[src/design/fdc_pkg.sv]
// Shared constants, codes and control structs for the floppy drive controller.
`timescale 1ns / 1ps
`default_nettype none

package fdc_pkg;

  localparam int SECTORS_PER_TRACK = 18;
  localparam int TOTAL_SECTORS     = 1440;

  localparam int TRACKS   = (TOTAL_SECTORS + SECTORS_PER_TRACK - 1) / SECTORS_PER_TRACK;

  localparam int OP_W     = 3;
  localparam int WORD_W   = 16;
  localparam int BLOCK_W  = 9;
  localparam int TRACK_W  = 9;
  localparam int TT_W     = (TRACKS > 1) ? $clog2(TRACKS) : 1;
  localparam int TS_W     = 11;
  localparam int HS_W     = (SECTORS_PER_TRACK > 1) ? $clog2(SECTORS_PER_TRACK) : 1;
  localparam int DRV_W    = 3;
  localparam int ERR_W    = 3;

  localparam logic [TRACK_W-1:0] HEAD_TRACK_RESET = TRACK_W'(400);

  localparam int STEP_ADV = 73 % SECTORS_PER_TRACK;
  localparam int IDLE_ADV = 1535 % SECTORS_PER_TRACK;

  localparam int RECIP_SH = 20;
  localparam int RECIP    = ((1 << RECIP_SH) + SECTORS_PER_TRACK - 1) / SECTORS_PER_TRACK;
  localparam int RECIP_W  = $clog2(RECIP + 1);
  localparam int PROD_W   = TS_W + RECIP_W;

  localparam logic [OP_W-1:0] OP_POLL    = 3'd0;
  localparam logic [OP_W-1:0] OP_SET_IRQ = 3'd1;
  localparam logic [OP_W-1:0] OP_READ    = 3'd2;
  localparam logic [OP_W-1:0] OP_WRITE   = 3'd3;
  localparam logic [OP_W-1:0] OP_TICK    = 3'd4;

  localparam logic [DRV_W-1:0] DRV_NO_MEDIA   = 3'd0;
  localparam logic [DRV_W-1:0] DRV_READY      = 3'd1;
  localparam logic [DRV_W-1:0] DRV_READY_PROT = 3'd2;
  localparam logic [DRV_W-1:0] DRV_BUSY_READ  = 3'd3;
  localparam logic [DRV_W-1:0] DRV_BUSY_WRITE = 3'd4;

  localparam logic [1:0] ST_NO_MEDIA = 2'd0;
  localparam logic [1:0] ST_BUSY     = 2'd3;

  localparam logic [ERR_W-1:0] ERR_NONE       = 3'd0;
  localparam logic [ERR_W-1:0] ERR_BUSY       = 3'd1;
  localparam logic [ERR_W-1:0] ERR_NO_MEDIA   = 3'd2;
  localparam logic [ERR_W-1:0] ERR_PROTECTED  = 3'd3;
  localparam logic [ERR_W-1:0] ERR_EJECTED    = 3'd4;
  localparam logic [ERR_W-1:0] ERR_BAD_SECTOR = 3'd5;

  localparam logic [1:0] XFER_NONE    = 2'd0;
  localparam logic [1:0] XFER_TO_MEM  = 2'd1;
  localparam logic [1:0] XFER_TO_DISK = 2'd2;

  localparam logic [1:0] STEP_CMD    = 2'd0;
  localparam logic [1:0] STEP_TRACK  = 2'd1;
  localparam logic [1:0] STEP_SECTOR = 2'd2;
  localparam logic [1:0] STEP_IDLE   = 2'd3;

  typedef struct packed {
    logic             capture;
    logic             load_target;
    logic             set_irq;
    logic             step_track;
    logic             pass_sector;
    logic             idle_rot;
    logic [1:0]       status;
    logic [ERR_W-1:0] error;
    logic             accepted;
    logic [1:0]       irq_count;
    logic             seek_valid;
    logic [1:0]       transfer;
    logic [1:0]       step_kind;
  } dp_cmd_t;

  typedef struct packed {
    logic irq_en;
    logic sector_bad;
    logic on_track;
    logic hit;
  } dp_status_t;

endpackage

`default_nettype wire

[src/design/fdc_ctrl.sv]
// Controller: drive state machine, error register, handshake and result control.
`timescale 1ns / 1ps
`default_nettype none

module fdc_ctrl (
  input  wire logic                       clk_i,
  input  wire logic                       rst_ni,
  input  wire logic                       in_valid_i,
  output logic                            in_ready_o,
  output logic                            out_valid_o,
  input  wire logic                       out_ready_i,
  input  wire logic [fdc_pkg::OP_W-1:0]   op_i,
  input  wire logic                       media_present_i,
  input  wire logic                       read_only_i,
  input  wire fdc_pkg::dp_status_t        dp_status_i,
  output fdc_pkg::dp_cmd_t                dp_cmd_o
);

  logic [fdc_pkg::DRV_W-1:0] drv_q, drv_d;
  logic [fdc_pkg::ERR_W-1:0] err_q, err_d;
  logic                      out_valid_q, out_valid_d;
  logic                      accept;
  logic                      busy;
  logic [fdc_pkg::DRV_W-1:0] ready_code;
  logic [1:0]                irq_n;
  fdc_pkg::dp_cmd_t          cmd;

  assign busy       = (drv_q == fdc_pkg::DRV_BUSY_READ) || (drv_q == fdc_pkg::DRV_BUSY_WRITE);
  assign ready_code = read_only_i ? fdc_pkg::DRV_READY_PROT : fdc_pkg::DRV_READY;
  assign in_ready_o = !out_valid_q || out_ready_i;
  assign accept     = in_valid_i && in_ready_o;
  assign out_valid_d = accept || (out_valid_q && !out_ready_i);
  assign out_valid_o = out_valid_q;

  always_comb begin
    cmd   = '0;
    drv_d = drv_q;
    err_d = err_q;
    irq_n = 2'd0;
    case (op_i)
      fdc_pkg::OP_POLL: begin
        if (media_present_i) begin
          cmd.status = busy ? fdc_pkg::ST_BUSY : drv_q[1:0];
        end
        cmd.error = err_q;
        if (err_q != fdc_pkg::ERR_NONE) begin
          irq_n = irq_n + 2'(dp_status_i.irq_en);
        end
        err_d = fdc_pkg::ERR_NONE;
      end
      fdc_pkg::OP_SET_IRQ: begin
        cmd.set_irq = 1'b1;
      end
      fdc_pkg::OP_READ, fdc_pkg::OP_WRITE: begin
        if (busy) begin
          err_d = fdc_pkg::ERR_BUSY;
        end else if (!media_present_i) begin
          err_d = fdc_pkg::ERR_NO_MEDIA;
        end else if (dp_status_i.sector_bad) begin
          err_d = fdc_pkg::ERR_BAD_SECTOR;
        end else if ((op_i == fdc_pkg::OP_WRITE) && read_only_i) begin
          err_d = fdc_pkg::ERR_PROTECTED;
        end else begin
          cmd.load_target = 1'b1;
          cmd.seek_valid  = 1'b1;
          cmd.accepted    = 1'b1;
          drv_d = (op_i == fdc_pkg::OP_READ) ? fdc_pkg::DRV_BUSY_READ
                                             : fdc_pkg::DRV_BUSY_WRITE;
          irq_n = irq_n + 2'(dp_status_i.irq_en);
        end
        if (err_d != err_q) begin
          irq_n = irq_n + 2'(dp_status_i.irq_en);
        end
        cmd.error = err_d;
      end
      fdc_pkg::OP_TICK: begin
        if (busy) begin
          if (!media_present_i) begin
            err_d = fdc_pkg::ERR_EJECTED;
            drv_d = fdc_pkg::DRV_NO_MEDIA;
            irq_n = irq_n + 2'(dp_status_i.irq_en);
          end else if (!dp_status_i.on_track) begin
            cmd.step_track = 1'b1;
            cmd.step_kind  = fdc_pkg::STEP_TRACK;
          end else begin
            cmd.pass_sector = 1'b1;
            cmd.step_kind   = fdc_pkg::STEP_SECTOR;
            if (dp_status_i.hit) begin
              cmd.transfer = (drv_q == fdc_pkg::DRV_BUSY_READ) ? fdc_pkg::XFER_TO_MEM
                                                               : fdc_pkg::XFER_TO_DISK;
              drv_d = ready_code;
              irq_n = irq_n + 2'(dp_status_i.irq_en);
            end
          end
        end else begin
          if (!media_present_i) begin
            if (drv_q != fdc_pkg::DRV_NO_MEDIA) begin
              drv_d = fdc_pkg::DRV_NO_MEDIA;
              irq_n = irq_n + 2'(dp_status_i.irq_en);
            end
          end else if (drv_q == fdc_pkg::DRV_NO_MEDIA) begin
            drv_d = ready_code;
            irq_n = irq_n + 2'(dp_status_i.irq_en);
          end
          cmd.idle_rot  = 1'b1;
          cmd.step_kind = fdc_pkg::STEP_IDLE;
        end
      end
      default: begin
      end
    endcase
    cmd.irq_count = irq_n;
    cmd.capture   = accept;
  end

  assign dp_cmd_o = cmd;

  always_ff @(posedge clk_i or negedge rst_ni) begin
    if (!rst_ni) begin
      drv_q       <= fdc_pkg::DRV_NO_MEDIA;
      err_q       <= fdc_pkg::ERR_NONE;
      out_valid_q <= 1'b0;
    end else begin
      out_valid_q <= out_valid_d;
      if (accept) begin
        drv_q <= drv_d;
        err_q <= err_d;
      end
    end
  end

  a_transfer_leaves_result: assert property (@(posedge clk_i) disable iff (!rst_ni)
    accept |=> out_valid_q)
    else $error("accepted item left no pending result");

  a_start_goes_busy: assert property (@(posedge clk_i) disable iff (!rst_ni)
    accept && cmd.accepted |=>
      (drv_q == fdc_pkg::DRV_BUSY_READ) || (drv_q == fdc_pkg::DRV_BUSY_WRITE))
    else $error("started command did not make the drive busy");

  a_poll_clears_error: assert property (@(posedge clk_i) disable iff (!rst_ni)
    accept && (op_i == fdc_pkg::OP_POLL) |=> err_q == fdc_pkg::ERR_NONE)
    else $error("poll did not clear the error");

  a_eject_while_busy: assert property (@(posedge clk_i) disable iff (!rst_ni)
    accept && (op_i == fdc_pkg::OP_TICK) && busy && !media_present_i |=>
      (drv_q == fdc_pkg::DRV_NO_MEDIA) && (err_q == fdc_pkg::ERR_EJECTED))
    else $error("eject during a transfer not handled");

endmodule

`default_nettype wire

[src/design/fdc_datapath.sv]
// Datapath: head position, target registers, interrupt message and result register.
`timescale 1ns / 1ps
`default_nettype none

module fdc_datapath (
  input  wire logic                          clk_i,
  input  wire logic                          rst_ni,
  input  wire fdc_pkg::dp_cmd_t              dp_cmd_i,
  output fdc_pkg::dp_status_t                dp_status_o,
  input  wire logic [fdc_pkg::WORD_W-1:0]    sector_arg_i,
  input  wire logic [fdc_pkg::WORD_W-1:0]    mem_addr_i,
  input  wire logic [fdc_pkg::WORD_W-1:0]    int_word_i,
  input  wire logic [fdc_pkg::BLOCK_W-1:0]   disk_index_i,
  output logic [1:0]                         status_o,
  output logic [fdc_pkg::ERR_W-1:0]          error_o,
  output logic                               accepted_o,
  output logic [1:0]                         irq_count_o,
  output logic [fdc_pkg::WORD_W-1:0]         irq_message_o,
  output logic                               seek_valid_o,
  output logic [fdc_pkg::BLOCK_W-1:0]        seek_block_o,
  output logic [1:0]                         transfer_o,
  output logic [fdc_pkg::WORD_W-1:0]         transfer_addr_o,
  output logic [1:0]                         transfer_offset_o,
  output logic [1:0]                         step_kind_o
);

  localparam logic [fdc_pkg::HS_W:0] SPT = (fdc_pkg::HS_W + 1)'(fdc_pkg::SECTORS_PER_TRACK);

  logic [fdc_pkg::TRACK_W-1:0] head_track_q, head_track_d;
  logic [fdc_pkg::HS_W-1:0]    head_sector_q, head_sector_d;
  logic [fdc_pkg::TS_W-1:0]    target_sector_q;
  logic [fdc_pkg::TT_W-1:0]    target_track_q;
  logic [fdc_pkg::WORD_W-1:0]  xfer_address_q;
  logic [fdc_pkg::WORD_W-1:0]  irq_value_q, irq_value_d;

  logic [fdc_pkg::PROD_W-1:0]  track_prod;
  logic [fdc_pkg::TT_W-1:0]    track_calc;
  logic [fdc_pkg::TS_W-1:0]    track_base;
  logic [fdc_pkg::HS_W-1:0]    target_rot;
  logic [fdc_pkg::HS_W:0]      hs_sum;
  logic [fdc_pkg::HS_W:0]      hs_add;
  logic [fdc_pkg::TRACK_W-1:0] tt_ext;

  logic [1:0]                  status_q;
  logic [fdc_pkg::ERR_W-1:0]   error_q;
  logic                        accepted_q;
  logic [1:0]                  irq_count_q;
  logic                        seek_valid_q;
  logic [fdc_pkg::BLOCK_W-1:0] seek_block_q;
  logic [1:0]                  transfer_q;
  logic [fdc_pkg::WORD_W-1:0]  transfer_addr_q;
  logic [1:0]                  transfer_offset_q;
  logic [1:0]                  step_kind_q;

  // Track number by reciprocal multiplication; exact for every sector below the total.
  assign track_prod = fdc_pkg::PROD_W'(sector_arg_i[fdc_pkg::TS_W-1:0])
                    * fdc_pkg::PROD_W'(fdc_pkg::RECIP);
  assign track_calc = fdc_pkg::TT_W'(track_prod >> fdc_pkg::RECIP_SH);

  assign track_base = fdc_pkg::TS_W'(target_track_q * fdc_pkg::TS_W'(fdc_pkg::SECTORS_PER_TRACK));
  assign target_rot = fdc_pkg::HS_W'(target_sector_q - track_base);

  assign tt_ext = fdc_pkg::TRACK_W'(target_track_q);

  always_comb begin
    hs_add = '0;
    if (dp_cmd_i.step_track) begin
      hs_add = (fdc_pkg::HS_W + 1)'(fdc_pkg::STEP_ADV);
    end else if (dp_cmd_i.pass_sector) begin
      hs_add = (fdc_pkg::HS_W + 1)'(1 % fdc_pkg::SECTORS_PER_TRACK);
    end else if (dp_cmd_i.idle_rot) begin
      hs_add = (fdc_pkg::HS_W + 1)'(fdc_pkg::IDLE_ADV);
    end
    hs_sum = {1'b0, head_sector_q} + hs_add;
    if (hs_sum >= SPT) begin
      hs_sum = hs_sum - SPT;
    end
    head_sector_d = hs_sum[fdc_pkg::HS_W-1:0];
  end

  always_comb begin
    head_track_d = head_track_q;
    if (dp_cmd_i.step_track) begin
      if (tt_ext < head_track_q) begin
        head_track_d = head_track_q - fdc_pkg::TRACK_W'(1);
      end else begin
        head_track_d = head_track_q + fdc_pkg::TRACK_W'(1);
      end
    end
  end

  assign irq_value_d = dp_cmd_i.set_irq ? int_word_i : irq_value_q;

  // The target sector is under the head exactly when the head now sits on it and the disk index matches its block.
  assign dp_status_o.irq_en     = irq_value_q != '0;
  assign dp_status_o.sector_bad = sector_arg_i >= fdc_pkg::WORD_W'(fdc_pkg::TOTAL_SECTORS);
  assign dp_status_o.on_track   = tt_ext == head_track_q;
  assign dp_status_o.hit        = (head_sector_q == target_rot) &&
                                  (disk_index_i ==
                                   fdc_pkg::BLOCK_W'(target_sector_q >> 2));

  always_ff @(posedge clk_i or negedge rst_ni) begin
    if (!rst_ni) begin
      head_track_q    <= fdc_pkg::HEAD_TRACK_RESET;
      head_sector_q   <= '0;
      target_sector_q <= '0;
      target_track_q  <= '0;
      xfer_address_q  <= '0;
      irq_value_q     <= '0;
    end else if (dp_cmd_i.capture) begin
      head_track_q  <= head_track_d;
      head_sector_q <= head_sector_d;
      irq_value_q   <= irq_value_d;
      if (dp_cmd_i.load_target) begin
        target_sector_q <= sector_arg_i[fdc_pkg::TS_W-1:0];
        target_track_q  <= track_calc;
        xfer_address_q  <= mem_addr_i;
      end
    end
  end

  always_ff @(posedge clk_i) begin
    if (dp_cmd_i.capture) begin
      status_q        <= dp_cmd_i.status;
      error_q         <= dp_cmd_i.error;
      accepted_q      <= dp_cmd_i.accepted;
      irq_count_q     <= dp_cmd_i.irq_count;
      seek_valid_q    <= dp_cmd_i.seek_valid;
      seek_block_q    <= dp_cmd_i.seek_valid ? sector_arg_i[fdc_pkg::BLOCK_W+1:2] : '0;
      transfer_q      <= dp_cmd_i.transfer;
      transfer_addr_q <= (dp_cmd_i.transfer == fdc_pkg::XFER_TO_MEM) ? xfer_address_q : '0;
      transfer_offset_q <= (dp_cmd_i.transfer != fdc_pkg::XFER_NONE) ?
                           target_sector_q[1:0] : 2'd0;
      step_kind_q     <= dp_cmd_i.step_kind;
    end
  end

  assign status_o          = status_q;
  assign error_o           = error_q;
  assign accepted_o        = accepted_q;
  assign irq_count_o       = irq_count_q;
  assign irq_message_o     = irq_value_q;
  assign seek_valid_o      = seek_valid_q;
  assign seek_block_o      = seek_block_q;
  assign transfer_o        = transfer_q;
  assign transfer_addr_o   = transfer_addr_q;
  assign transfer_offset_o = transfer_offset_q;
  assign step_kind_o       = step_kind_q;

endmodule

`default_nettype wire

[src/design/floppy_drive_controller_unit.sv]
// Top level of the sector-addressed floppy drive controller.
`timescale 1ns / 1ps
`default_nettype none

// Each input item (a command or a mechanical tick) is taken when valid and ready meet, and
// its single result appears in the output register on the next cycle. A new item is
// accepted whenever the output register is empty or its result is being taken in
// the same cycle, so the block sustains one item per cycle; the output register is
// the only thing that holds it back. The interrupt message output always shows the
// stored message after the item. There is no clearing pass after reset.
module floppy_drive_controller_unit (
  input  wire logic                          clk_i,
  input  wire logic                          rst_ni,
  input  wire logic                          in_valid_i,
  output logic                               in_ready_o,
  input  wire logic [fdc_pkg::OP_W-1:0]      op_i,
  input  wire logic                          media_present_i,
  input  wire logic                          read_only_i,
  input  wire logic [fdc_pkg::WORD_W-1:0]    sector_arg_i,
  input  wire logic [fdc_pkg::WORD_W-1:0]    mem_addr_i,
  input  wire logic [fdc_pkg::WORD_W-1:0]    int_word_i,
  input  wire logic [fdc_pkg::BLOCK_W-1:0]   disk_index_i,
  output logic                               out_valid_o,
  input  wire logic                          out_ready_i,
  output logic [1:0]                         status_o,
  output logic [fdc_pkg::ERR_W-1:0]          error_o,
  output logic                               accepted_o,
  output logic [1:0]                         irq_count_o,
  output logic [fdc_pkg::WORD_W-1:0]         irq_message_o,
  output logic                               seek_valid_o,
  output logic [fdc_pkg::BLOCK_W-1:0]        seek_block_o,
  output logic [1:0]                         transfer_o,
  output logic [fdc_pkg::WORD_W-1:0]         transfer_addr_o,
  output logic [1:0]                         transfer_offset_o,
  output logic [1:0]                         step_kind_o
);

  fdc_pkg::dp_cmd_t    dp_cmd;
  fdc_pkg::dp_status_t dp_status;

  fdc_ctrl u_ctrl (
    .clk_i           (clk_i),
    .rst_ni          (rst_ni),
    .in_valid_i      (in_valid_i),
    .in_ready_o      (in_ready_o),
    .out_valid_o     (out_valid_o),
    .out_ready_i     (out_ready_i),
    .op_i            (op_i),
    .media_present_i (media_present_i),
    .read_only_i     (read_only_i),
    .dp_status_i     (dp_status),
    .dp_cmd_o        (dp_cmd)
  );

  fdc_datapath u_datapath (
    .clk_i             (clk_i),
    .rst_ni            (rst_ni),
    .dp_cmd_i          (dp_cmd),
    .dp_status_o       (dp_status),
    .sector_arg_i      (sector_arg_i),
    .mem_addr_i        (mem_addr_i),
    .int_word_i        (int_word_i),
    .disk_index_i      (disk_index_i),
    .status_o          (status_o),
    .error_o           (error_o),
    .accepted_o        (accepted_o),
    .irq_count_o       (irq_count_o),
    .irq_message_o     (irq_message_o),
    .seek_valid_o      (seek_valid_o),
    .seek_block_o      (seek_block_o),
    .transfer_o        (transfer_o),
    .transfer_addr_o   (transfer_addr_o),
    .transfer_offset_o (transfer_offset_o),
    .step_kind_o       (step_kind_o)
  );

endmodule

`default_nettype wire
[config.mk]
export PLATFORM = sky130hd
export DESIGN_NAME = floppy_drive_controller_unit
export DESIGN_NICKNAME = d
export VERILOG_FILES = /design/src/design/fdc_pkg.sv /design/src/design/fdc_ctrl.sv /design/src/design/fdc_datapath.sv /design/src/design/floppy_drive_controller_unit.sv
export SDC_FILE = /design/constraint.sdc
export NUM_CORES = 1
export LEC_CHECK = 0
export BUFFER_PORTS_ARGS = -buffer_cell sky130_fd_sc_hd__buf_2
export CORE_MARGIN = 10
export CORE_UTILIZATION = 40
export CTS_BUF_LIST = sky130_fd_sc_hd__clkbuf_4 sky130_fd_sc_hd__clkbuf_8
export CTS_CLUSTER_SIZE = 24
export DETAILED_ROUTE_END_ITERATION = 10
export PLACE_DENSITY_LB_ADDON = 0.3
export SYNTH_ARGS = -nofsm -noshare
export SYNTH_HDL_FRONTEND = slang
export SYNTH_SLANG_ARGS = --single-unit
[constraint.sdc]
create_clock -name clk_i -period 4.9 [get_ports clk_i]
set_input_delay 1.225 -clock clk_i [delete_from_list [all_inputs] [get_ports clk_i]]
set_output_delay 1.225 -clock clk_i [all_outputs]
set_load 0.1 [all_outputs]
Yosys cells after proc, flatten, opt, wreduce, memory -nomap -nowiden

Cells that the tools add are included.

Bits in registers: 110
Input port bits: 66
Output and inout port bits: 58
Word-level logic and storage cells: 138

Add/sub/neg operators: 6
Multipliers: 2
$lt $le $gt $ge: 3
Eq/ne operators: 21
Muxes and demuxes: 64
Reduce and logical (&&, ||, !) cells: 24

Operator list:

| kind                   | count |
|---|---|
| $mux 3                 | 23 |
| $mux 2                 | 19 |
| $mul 11x16->27 const B | 1 |
| $ge 16x11->1 const B   | 1 |
| $reduce_bool 16->1     | 1 |
| $mux 1                 | 14 |
| $pmux 3 s2             | 2 |
| $ne 2x2->1 const B     | 5 |
| $reduce_and 10->1      | 1 |
| $add 9x1->9 const B    | 1 |
| $eq 3x2->1 const B     | 3 |
| $eq 7x9->1             | 1 |
| $eq 9x9->1             | 1 |
| $lt 7x9->1             | 1 |
| $mux 9                 | 1 |
| $pmux 3 s3             | 1 |
| $reduce_bool 3->1      | 3 |
| $sub 9x1->9 const B    | 1 |
| $mux 4                 | 2 |
| $ne 4x2->1 const B     | 2 |
| $reduce_and 2->1       | 4 |
| $mul 7x4->4 const B    | 1 |
| $add 5x3->6            | 1 |
| $eq 3x3->1 const B     | 2 |
| other kinds (20)       | 28 |

Depth between registers and ports, before layout

Gate-level depths: netlist (run 1).

Depth in word-level cells: 11
Gate-level depth with buffers: 20
Mapped depth without buffers: 20

Modules after synthesis

Synthesis (run 1) repeated with hierarchy kept, for this count alone.

Cell total of the unflattened synthesis: 805
Area, all modules: 8505.7 µm²

By module, submodules not included:

| module       | instances | cells an instance | area an instance (µm²) | sequential area each (µm²) |
|---|---|---|---|---|
| fdc_datapath | 1         | 687               | 7614.8                 | 2806.4 |
| fdc_ctrl     | 1         | 118               | 890.9                  | 175.2 |

Worst setup path after synthesis (run 1)

OpenSTA, ideal clock, no wires.

Path kind: input to register
Start: input port sector_arg_i[8] in the netlist's numbering
End: register u_datapath.target_track_q[6] in the netlist's numbering
Library setup time: 0.131 ns
Arrival: 5.502 ns
Data required time: 4.769 ns
Setup slack: -0.733 ns
Stages on the path: 16
Path buffers: 0
Cell sequence: fa_1 > inv_1 > fa_1 > fa_1 > fa_1 > fa_1 > inv_1 > ha_1 > nand3_1 > a211oi_1 > o22ai_1 > a311oi_1 > a211oi_1 > o21bai_1 > xnor2_1 > o21ai_0

Longest elaborated chain between the ends: 6
Elaborated cells between the ends (all ways): 7
Classes of those cells: mul (1); order compare (1); mux (4); reduce/logical (1)

Ends and longest elaborated chain:

| element                                                                | line                               | RTL |
|---|---|---|
| start, declared                                                        | floppy_drive_controller_unit.sv:19 | `input wire logic [fdc_pkg::WORD_W-1:0] sector_arg_i,` |
| parallel branches: the longest is 6 deep, another holds $mul 11x16->27 | n/a                                |  |
| end signal, assigned                                                   | fdc_datapath.sv:116                | `target_track_q <= track_calc;` |
| end, declared                                                          | fdc_datapath.sv:32                 | `logic [fdc_pkg::TT_W-1:0] target_track_q;` |

Parallel ways; which one is timed is not known.
A chain may end at the register's enable or synchronous reset.

Final worst setup path (run 1)

Start: input port sector_arg_i[10] in the netlist's numbering
End: register u_datapath.target_track_q[4] in the netlist's numbering

Same word-level chain as after synthesis.

==> results of run 1 <==
==> registers in the layout, indices dropped and copies added (netlist names), 5 cells and up <==
register and cells:
u_datapath.head_sector_q 5, u_datapath.head_track_q 9, u_datapath.irq_message_o 16, u_datapath.seek_block_o 9
u_datapath.target_sector_q 11, u_datapath.target_track_q 7, u_datapath.transfer_addr_o 16, u_datapath.xfer_address_q 16
==> through the flow <==
step / utilization / power (W)
2_1_floorplan: - / 0.002910
3_3_place_gp: 0.4767 / 0.003519
3_5_place_dp: 0.4767 / 0.003567
4_1_cts: 0.4952 / 0.004287
5_1_grt: 0.4994 / 0.004789
6_report: 0.4994 / 0.004438
==> Yosys cell counts, drive strengths merged (12+ instances only) <==
library cell,number
o21ai,48
edfxtp,39
fa,47
inv,116
and2,19
mux2,19
dfrtp,68
nor2,29
xnor2,26
nor3,19
ha,103
a21oi,23
buf,12
a21o,13
xor2,14
nand2,101
nand3,12
==> cell families (layout without fill, tap and decap cells) <==
group                    after synthesis  after routing  synth area share
AND/OR/NAND/NOR                      226            226            0.1389
adder cells (fa/ha/maj)              150            150            0.2727
buffers and inverters                133            327           0.06381
AO/OA/AOI/OAI                        120            120           0.09243
flip-flops                           110            110            0.3610
XOR/XNOR                              40             40           0.04377
multiplexers                          20             20           0.02739
==> power breakdown <==
part           internal (W)  switching, W
Sequential          0.00106     0.0000927
Clock              0.000202      0.000352
Combinational       0.00118       0.00155
Total               0.00244       0.00200
==> layer usage <==
metal  GRT usage  vias to the layer above  wire [microns]
met3     0.02679                       32            1136
li1            -                     3067               -
met5           0                        -               0
met1      0.1943                     2865            8684
met2      0.2562                      146            9742
met4     0.05000                        0             461
==> cell usage in the layout, fill, tap and decap left out, types with 5 or more instances in the layout <==
cell type  netlist  layout
nor2b_1          8       8
and2_1          19      19
o21ai_0         39      35
nor3_1          18      17
a21o_1          13      13
clkbuf_8         0       9
ha_4             0      11
nand4_1          5       5
nor4_1           6       6
o21ai_1          9      13
nand3_1         12      10
buf_2            9     120
inv_1          116     111
buf_4            3      71
mux2_2          19      19
ha_1           103      92
edfxtp_1        39      39
nand2_1        100      99
a21oi_1         23      20
nor2_1          26      25
fa_2             0       5
dfrtp_1         68      68
fa_1            47      42
inv_2            0       5
xor2_1          13      13
xnor2_1         26      25
==> final cells by class <==
class / instances / area share
Clock buffer: 9 / 0.01230
Timing Repair Buffer: 195 / 0.1174
Sequential cell: 110 / 0.2930
Tap cell: 270 / 0.03354
Multi-Input combinational cell: 556 / 0.4936
Clock inverter: 7 / 0.006956
Inverter: 116 / 0.04322
==> worst max-delay path, cell delays in order <==
cell,delay (ps)
buf_8,100
fa_2,600
inv_2,40
fa_2,520
fa_1,420
fa_1,450
fa_1,510
inv_2,50
ha_4,230
a21oi_2,160
nand3_2,120
o22ai_4,260
a311oi_2,120
buf_4,160
a21o_1,180
a21oi_2,130
xor2_1,160
o21ai_1,70
==> timing repair <==
action,4_1_cts,5_1_grt
pin swaps,17,12
buffers inserted,4,4
endpoints found under the setup margin,7,7
gates resized for setup,25,13
==> how the worst max path moves through the flow <==
stage | from | endpoint | slack [ps]
after global routing | sector_arg_i[10] | u_datapath.target_track_q[4] | -510
after detailed placement | sector_arg_i[2] | u_datapath.target_track_q[6] | -830
after floorplan | sector_arg_i[10] | u_datapath.target_track_q[6] | -400
after CTS | sector_arg_i[10] | u_datapath.target_track_q[6] | -320
final | sector_arg_i[10] | u_datapath.target_track_q[4] | -390
after global placement | sector_arg_i[10] | u_datapath.target_track_q[6] | -720
==> results.md, run 1 <==
* TritonCTS clock tree: built
* Worst Reg-to-Reg Cells at 18
* CP max FO at 4
* Yosys warning total at 0
* TritonCTS buffer count at 9
* VDD IR max at 0.2781 mV
* Area occupied by multi-input gates at 4972 sq um
* Fin Setup TNS at -2121 ps
* CP Launch Type: input pin
* Slew headroom at 0.3601
* GRT Total Usage at 0.1524
* Routed via count at 6,110
* Grt ovf at 0
* Core area at 20,170 sq um
* RSZ-0062 raised after global routing: yes
* Area delta synth->final at 23.20%
* Routed WL at 20,020 microns
* Status: finished, violations left
* DR pass1 iterations at 5
* Detailed-route vias per instance at 4.838
* Max-cap violation count at 0
* Root buf cell: clkbuf_8
* FF-to-FF Start: u_datapath.head_track_q[1]
* Proportion of netlist area held by the largest area contributor at 0.2081
* Port bufs at 123
* Final ANT Viol Nets at 0
* Power per standard cell area at 440.6 nW/um^2
* Post-synth EDFFs at 39
* Crit end category: flop
* Clk Latency, worst-skew pair at 390 ps
* Nets@finish at 1,204
* Synthesized area at 8177 sq um
* Endpoints failing setup at 7
* Hold worst-path end: u_datapath.xfer_address_q[9]
* Post-DP Area at 9615 sq um
* Hold Slack at 481.0 ps
* Top post-synthesis cells by area: dfrtp_1 (21%), ha_1 (16%), edfxtp_1 (14%)
* Post-Synthesis Cells at 799
* Die Span Y at 163.0 microns
* Worst Hold Depth at 2
* CP arrival at 5540 ps
* Reg2reg end: u_datapath.head_track_q[8]
* Drt drc at 0
* Post-route cell area at 10,070 sq um
* Hold Path Class: reg -> reg
* Skew final at 20.97 ps
* Crit path setup slack, layout at -389.9 ps
* Period minus WS final at 5290 ps
* Clock transition at path regs at 120 ps
* Biggest area consumer among synthesized cells: dfrtp_1
* Placed Cells at 1,240
* Starting density of the core at 0.4054
* 1st-iter DRT viols at 252
* Pre-CTS setup slack at -833.9 ps
* Htree depth at 3
* Row cnt at 52
* Layout cells sized above 1 at 0.2920
* Post-synth cell types at 63
* Largest net degree at the start of global routing at 72
* Global-route wire length before repair at 32,640 microns
* Storage element area at 2952 sq um
* Max Root-Sink Buffers at 2
* Final worst path period share at 1.080
* Drt wl/cell at 15.85 microns
* Fmax at 0.1890 GHz
* Static Leakage at 4.975 nW
* Die area at 26,560 sq um
* Net Count, Synth at 1,015
* Register area share after synthesis at 0.3610
* #FFs+latches synth at 110
* Critical path class: in -> reg
* Reg2reg setup slack at 1400 ps
* Routability cong. at 0.8613
* Non-Filler Instances at 1,263
* I/O Pins at 124
* Fillers at 1,866
* Final hold violation count at 0
* ANT cells at 0
* Mapped Avg Cell Area at 10.23 sq um
* Vias in the first global route at 6,333
* Fin. max-slew vios at 0
* Sink Count at 110
* HP Start: u_datapath.xfer_address_q[9]
* # hold bufs at CTS at 0
* Share of flip-flops with an asynchronous set or reset at 0.6455
* Failing checks: setup timing
* Post-synth top flop: dfrtp_1
* Worst-margin pin slew at 959.9 ps
* Post-DP HPWL at 16,160 microns
* Initial antenna violation count at 0
* Crit path required time at 5150 ps
* Die width at 163.0 microns
No activity file was read; power rests on OpenSTA's default activity.
==> run 2: changes to the inputs <==
--- a/config.mk
+++ b/config.mk
@@ -5,6 +5,8 @@
 export SDC_FILE = /design/constraint.sdc
 export NUM_CORES = 1
 export LEC_CHECK = 0
+export ABC_AREA = 1
+export ABC_CLOCK_PERIOD_IN_PS = 4900
 export BUFFER_PORTS_ARGS = -buffer_cell sky130_fd_sc_hd__buf_2
 export CORE_MARGIN = 10
 export CORE_UTILIZATION = 40
==> run 2 against run 1 <==
Net effect:
- the flow now finishes without violations
- sequential power about the same
- combinational power rose by 39%
- flip-flop and latch count stayed put
- total power rose by 24%
- clock power decreased by 3%
- register-to-register slack better by 360 ps
- sequential share of layout area is 2.0 points lower
- setup slack better by 430 ps
- routed wire length is 13% higher
- via count is 21% higher
- clock skew rose by 2.5 ps
- utilization is 0.62 points lower
==> results.md, run 2 <==
* Final hold violation count at 0 (unchanged)
* Sink Count at 110 (unchanged)
* Worst-margin pin slew at 863.9 ps (-96.00 ps)
* I/O Pins at 124 (unchanged)
* Clock transition at path regs at 120 ps (about the same)
* CP arrival at 5120 ps (-420 ps)
* Pre-CTS setup slack at -397.2 ps (+436.7 ps)
* Drt drc at 0 (unchanged)
* Largest net degree at the start of global routing at 43 (-40%)
* Synthesized area at 8902 sq um (+8.9%)
* Period minus WS final at 4861 ps (-429.2 ps)
* Starting density of the core at 0.4067 (+0.001267)
* Top post-synthesis cells by area: dfrtp_1 (19%), ha_1 (14%), edfxtp_1 (13%)
* Die width at 169.2 microns (+3.8%)
* Core area at 21,890 sq um (+8.5%)
* TritonCTS clock tree: built
* VDD IR max at 0.2501 mV (-10%)
* Mux cell area share after synthesis at 0.02024 (-0.007152)
* Die Span Y at 169.2 microns (+3.8%)
* Max-cap violation count at 0 (unchanged)
* Share of flip-flops with an asynchronous set or reset at 0.6455 (unchanged)
* #FFs+latches synth at 110 (unchanged)
* TritonCTS buffer count at 9 (unchanged)
* Final worst path period share at 0.9920 (-0.08759)
* Worst Reg-to-Reg Cells at 18 (unchanged)
* Post-route cell area at 10,800 sq um (+7.2%)
* Most common cell after layout, fill and taps aside: inv_1
* Global-route wire length before repair at 36,500 microns (+12%)
* Fillers at 2,085 (+12%)
* Commonest cells after routing, fill and taps aside: inv_1 (191), nand2_1 (182), buf_2 (120)
* Top cells by count, synth: inv_1 (202), nand2_1 (186), ha_1 (103)
* DR pass1 iterations at 6 (+1)
* Routed via count at 7,371 (+21%)
* Post-synth top flop: dfrtp_1
* Post-Synth Simple-Gate Area at 0.1866 (+0.04770)
* Port bufs at 123 (unchanged)
* Row cnt at 54 (+3.8%)
* Clk Latency, worst-skew pair at 390 ps (about the same)
* Net Count, Synth at 1,258 (+24%)
* Slew headroom at 0.4223 (+0.06228)
* # hold bufs at CTS at 0 (unchanged)
* Post-DP HPWL at 18,720 microns (+16%)
* Endpoints failing setup at 0 (-7)
* Status: completed
* Adder-Cell Fraction of Synth Area at 0.2505 (-0.02223)
* Crit path setup slack, layout at 39.31 ps (+429.2 ps)
* Routability cong. at 0.9034 (+4.9%)
* Biggest area consumer among synthesized cells: dfrtp_1
* Count leader, synth: inv_1
* RSZ-0062 raised after global routing: yes
* Hold Slack at 513.4 ps (+32.45 ps)
* Mapped Avg Cell Area at 8.543 sq um (-17%)
* CP Launch Type: input pin
* Htree depth at 3 (unchanged)
* Static Leakage at 5.551 nW (+12%)
* Power per standard cell area at 511.0 nW/um^2 (+16%)
* Post-Synthesis Cells at 1,042 (+30%)
* Grt ovf at 0 (unchanged)
* Die area at 28,620 sq um (+7.8%)
* Post-synth EDFFs at 39 (unchanged)
* Proportion of netlist area held by the largest area contributor at 0.1911 (-0.01696)
* Layout cells sized above 1 at 0.2486 (-0.04347)
* Hold Path Class: reg -> reg
* Worst Hold Depth at 2 (unchanged)
* CP max FO at 3 (-1)
* Yosys warning total at 0 (unchanged)
* Area delta synth->final at 21.28%
* Routed WL at 22,580 microns (+13%)
* Compound-cell area share of the yosys netlist at 0.08545 (-0.006972)
* Drt wl/cell at 14.94 microns (-5.8%)
* GRT Total Usage at 0.1538 (+0.001380)
* Vias in the first global route at 7,407 (+17%)
* Post-DP Area at 10,320 sq um (+7.3%)
* 1st-iter DRT viols at 429 (+70%)
* Crit end category: flop
* Critical path class: in -> reg
* Max Root-Sink Buffers at 2 (unchanged)
* Final ANT Viol Nets at 0 (unchanged)
* Fin Setup TNS at 0 ps (+2121 ps)
* Root buf cell: clkbuf_8
* Detailed-route vias per instance at 4.875 (+0.77%)
* Final core area utilization at 0.4932 (-0.006244)
* Synth Area in XOR/XNOR at 0.02853 (-0.01523)
* Largest family of logic cells by synthesized area: adder cells
* Post-synth cell types at 50 (-21%)
* Fmax at 0.2057 GHz (+8.8%)
* Skew final at 23.49 ps (+2.517 ps)
* Crit path required time at 5150 ps (about the same)
* Nets@finish at 1,442 (+20%)
* Register area share after synthesis at 0.3316 (-0.02943)
* Initial antenna violation count at 1 (+1)
* Fin. max-slew vios at 0 (unchanged)
-- run 2: cell types whose count changed after synthesis, moves of 8 or more --
cell / previous run / this run
a21oi_1: 23 / 50
nand2_1: 100 / 186
nor3_1: 18 / 26
xnor2_1: 26 / 11
and2_1: 19 / 0
nand3_1: 12 / 42
inv_1: 116 / 202
nand4_1: 5 / 15
nor2_1: 26 / 78
o21ai_0: 39 / 54
-- run 2: critical path, stage by stage --
cell and delay [ps]:
buf_8 100, fa_2 600, inv_2 40, fa_2 530, fa_1 480, fa_1 520, fa_1 540, inv_2 50
ha_4 300, nand2_4 80, inv_4 80, nand3_4 80, or2_4 240, nand2_1 60, nand2_1 40, nand3_1 80
o21ai_1 60
-- run 2: layer usage --
layer  GRT usage  routed length, microns  vias up
met5           0                       0        -
met3     0.02987                    1331       22
li1            -                       -     3721
met2      0.2654                   10880      159
met4     0.03227                     320        0
met1      0.1954                   10050     3469
-- run 2: logic make-up after synthesis --
logic type               count (synthesis)
adder cells (fa/ha/maj)                150
flip-flops                             110
AND/OR/NAND/NOR                        376
XOR/XNOR                                29
AO/OA/AOI/OAI                          139
buffers and inverters                  222
multiplexers                            16
-- run 2: power breakdown --
part	leakage, nW	switching, W	total, W	internal (W)
Clock	0.0947	0.000334	0.000537	0.000203
Sequential	1.20	0.0000929	0.00118	0.00108
Combinational	4.26	0.00235	0.00380	0.00146
-- run 2: per-stage QoR --
stage	total power [W]	instances
finish	0.005518	1512
CTS	0.005187	1508
detailed placement	0.004630	1492
floorplan	0.003702	1042
global placement	0.004564	1492
global route	0.006026	1511
-- run 2: worst paths after layout --
check | slack [ps] | from | endpoint
worst max-delay path | 40 | sector_arg_i[8] | u_datapath.target_track_q[2]
worst min-delay path | 510 | u_datapath.target_track_q[4] | u_datapath.target_track_q[4]
worst max register to register | 1760 | u_ctrl.drv_q[2] | u_datapath.head_sector_q[3]
worst min register to register | 510 | u_datapath.target_track_q[4] | u_datapath.target_track_q[4]
max in group asynchronous | 3120 | rst_ni | u_datapath.head_track_q[7]
min in group asynchronous | 900 | rst_ni | u_datapath.irq_message_o[3]
-- run 2: what timing repair did --
item / in CTS / in global routing
gates resized for setup: 1 / 61
pin swaps: 0 / 47
setup buffers: 0 / 3
setup endpoints to repair: 1 / 7
-- run 2: layout make-up --
cell class	instances	area, sq um	area share
timing repair buffer	187	1127	0.1044
tap	280	350.3	0.03245
clock buffer	10	137.6	0.01275
sequential	110	2952	0.2734
inverter	208	783.3	0.07255
antenna	1	2.502	0.0002318
multi-input combinational	710	5400	0.5002
clock inverter	6	43.79	0.004056
==> run 3: changes to the inputs <==
--- a/config.mk
+++ b/config.mk
@@ -9,8 +9,8 @@
 export ABC_CLOCK_PERIOD_IN_PS = 4900
 export BUFFER_PORTS_ARGS = -buffer_cell sky130_fd_sc_hd__buf_2
 export CORE_MARGIN = 10
-export CORE_UTILIZATION = 40
-export CTS_BUF_LIST = sky130_fd_sc_hd__clkbuf_4 sky130_fd_sc_hd__clkbuf_8
+export CORE_UTILIZATION = 35
+export CTS_BUF_LIST = sky130_fd_sc_hd__clkbuf_8
 export CTS_CLUSTER_SIZE = 24
 export DETAILED_ROUTE_END_ITERATION = 10
 export PLACE_DENSITY_LB_ADDON = 0.3
==> run 3 against run 2 <==
Net effect:
- combinational power increased by 2%
- first-iteration DRC count decreased by 9.8%
- critical endpoint is now u_datapath.target_track_q[0]
- hold slack about the same
- register-to-register slack got worse by 40 ps
- count of clock-buffer cells in the layout decreased by 1
- die area increased by 13%
- sequential share of layout area decreased by 0.39 points
==> results.md, run 3 (synthesis gave the netlist of run 2 again) <==
* Skew final at 17.47 ps (-6.017 ps)
* Placed Cells at 1,547 (+3.7%)
* Reg2reg setup slack at 1720 ps (-40 ps)
* Endpoints failing setup at 0 (unchanged)
* Hold Path Class: reg -> reg
* Reg2reg end: u_datapath.head_sector_q[3]
* Layout cells sized above 1 at 0.2551 (+0.006482)
* TritonCTS clock tree: built
* DR pass1 iterations at 5 (-1)
* Initial antenna violation count at 1 (unchanged)
* Static Leakage at 5.598 nW (+0.84%)
* Final hold violation count at 0 (unchanged)
* Max Root-Sink Buffers at 2 (unchanged)
* Worst Reg-to-Reg Cells at 18 (unchanged)
* Area delta synth->final at 23.05%
* CP max FO at 3 (unchanged)
* RSZ-0062 raised after global routing: yes
* TritonCTS buffer count at 9 (unchanged)
* Root buf cell: clkbuf_8
* Row cnt at 58 (+7.4%)
* Crit path required time at 5200 ps (+50 ps)
* Drt drc at 0 (unchanged)
* Hold worst-path end: u_datapath.target_track_q[4]
* Core area at 25,110 sq um (+15%)
* Most common cell after layout, fill and taps aside: inv_1
* Die Span Y at 179.5 microns (+6.1%)
* Max-cap violation count at 0 (unchanged)
* Fin. max-slew vios at 0 (unchanged)
* Period minus WS final at 4854 ps (-6.442 ps)
* Global-route wire length before repair at 38,810 microns (+6.3%)
* Largest net degree at the start of global routing at 52 (+21%)
* GRT Total Usage at 0.1443 (-0.009541)
* Critical path class: in -> reg
* Starting density of the core at 0.3545 (-0.05212)
* Grt ovf at 0 (unchanged)
* Routability cong. at 0.9060 (+0.29%)
* FF-to-FF Start: u_ctrl.drv_q[2]
* Worst Hold Depth at 2 (unchanged)
* Commonest cells after routing, fill and taps aside: inv_1 (191), nand2_1 (181), buf_2 (120)
* VDD IR max at 0.2430 mV (-2.8%)
* CP arrival at 5160 ps (+40 ps)
* Routed via count at 7,382 (+0.15%)
* Crit end category: flop
* Detailed-route vias per instance at 4.714 (-3.3%)
* Final worst path period share at 0.9907 (-0.001315)
* Post-DP HPWL at 19,200 microns (+2.6%)
* CP Launch Type: input pin
* I/O Pins at 124 (unchanged)
* Sink Count at 110 (unchanged)
* Drt wl/cell at 14.85 microns (-0.56%)
* Die area at 32,210 sq um (+13%)
* Clk Latency, worst-skew pair at 400 ps (about the same)
* HP Start: u_datapath.target_track_q[4]
* Clock transition at path regs at 120 ps (about the same)
* Nets@finish at 1,446 (+0.28%)
* Htree depth at 3 (unchanged)
* Routed WL at 23,260 microns (+3.0%)
* Status: completed
* Port bufs at 123 (unchanged)
* Slew headroom at 0.3996 (-0.02278)
* Fmax at 0.2060 GHz (+0.13%)
* Fin Setup TNS at 0 ps (unchanged)
* 1st-iter DRT viols at 387 (-9.8%)
* Worst-margin pin slew at 898.0 ps (+34.07 ps)
* Non-Filler Instances at 1,566 (+3.6%)
* Final ANT Viol Nets at 0 (unchanged)
* Vias in the first global route at 7,496 (+1.2%)
* Fillers at 2,538 (+22%)
* Power per standard cell area at 512.6 nW/um^2 (+0.30%)
* Die width at 179.5 microns (+6.1%)
run 3: stage by stage:
step	area (sq um)	power [W]	util	hold slack (ps)	setup slack, ps
CTS	10610	0.005242	0.4227	517.0	25.00
floorplan	8967	0.003702	-	455.5	-7.546
global route	10950	0.006183	0.4363	540.7	-115.6
detailed placement	10420	0.004651	0.4150	478.3	-379.2
finish	10950	0.005615	0.4363	513.8	45.75
global placement	10420	0.004617	0.4150	489.5	-371.4
run 3: layer usage:
metal	part of all wire	track usage	up-vias
met2	0.46	0.2350	167
met3	0.051	0.02711	16
li1	-	-	3738
met4	0.014	0.03076	0
met1	0.47	0.1949	3461
met5	0	0	-
run 3: worst max-delay path by stage:
stage,start,to,slack (ps),cells after the start
after floorplan,sector_arg_i[10],u_datapath.target_track_q[2],-8,17
after global placement,sector_arg_i[10],u_datapath.target_track_q[3],-370,19
after detailed placement,sector_arg_i[5],u_datapath.target_track_q[3],-380,18
after CTS,sector_arg_i[5],u_datapath.target_track_q[2],20,18
after global routing,sector_arg_i[9],u_datapath.target_track_q[0],-120,18
final,sector_arg_i[9],u_datapath.target_track_q[0],50,18
run 3: cell type report:
class | instances | area (sq um) | share of cell area
Timing Repair Buffer | 191 | 1169 | 0.1067
Sequential cell | 110 | 2952 | 0.2694
Inverter | 208 | 780.7 | 0.07127
Tap cell | 330 | 412.9 | 0.03769
Antenna cell | 1 | 2.502 | 0.0002284
Clock inverter | 7 | 68.82 | 0.006282
Clock buffer | 9 | 123.9 | 0.01131
Multi-Input combinational cell | 710 | 5445 | 0.4971
run 3: timing repair:
item / 4_1_cts / 5_1_grt
setup buffers: 0 / 3
hold buffers: 0 / 0
endpoints found under the setup margin: 0 / 7
gates resized for setup: 0 / 69
run 3: critical path, cell delays in order:
cell and delay, ps:
buf_8 100, fa_2 630, inv_2 50, fa_2 430
fa_1 590, fa_1 460, fa_1 530, inv_2 50
ha_4 240, nand2_4 110, inv_2 60, a21oi_2 160
o21ai_1 80, nand2_1 90, nand3_2 90, xor2_1 160
nand2_1 50, nand2_1 40
run 3: power by group:
part	switching [W]	internal [W]
Sequential	0.0000919	0.00108
Clock	0.000365	0.000201
Combinational	0.00236	0.00151
Total	0.00282	0.00280
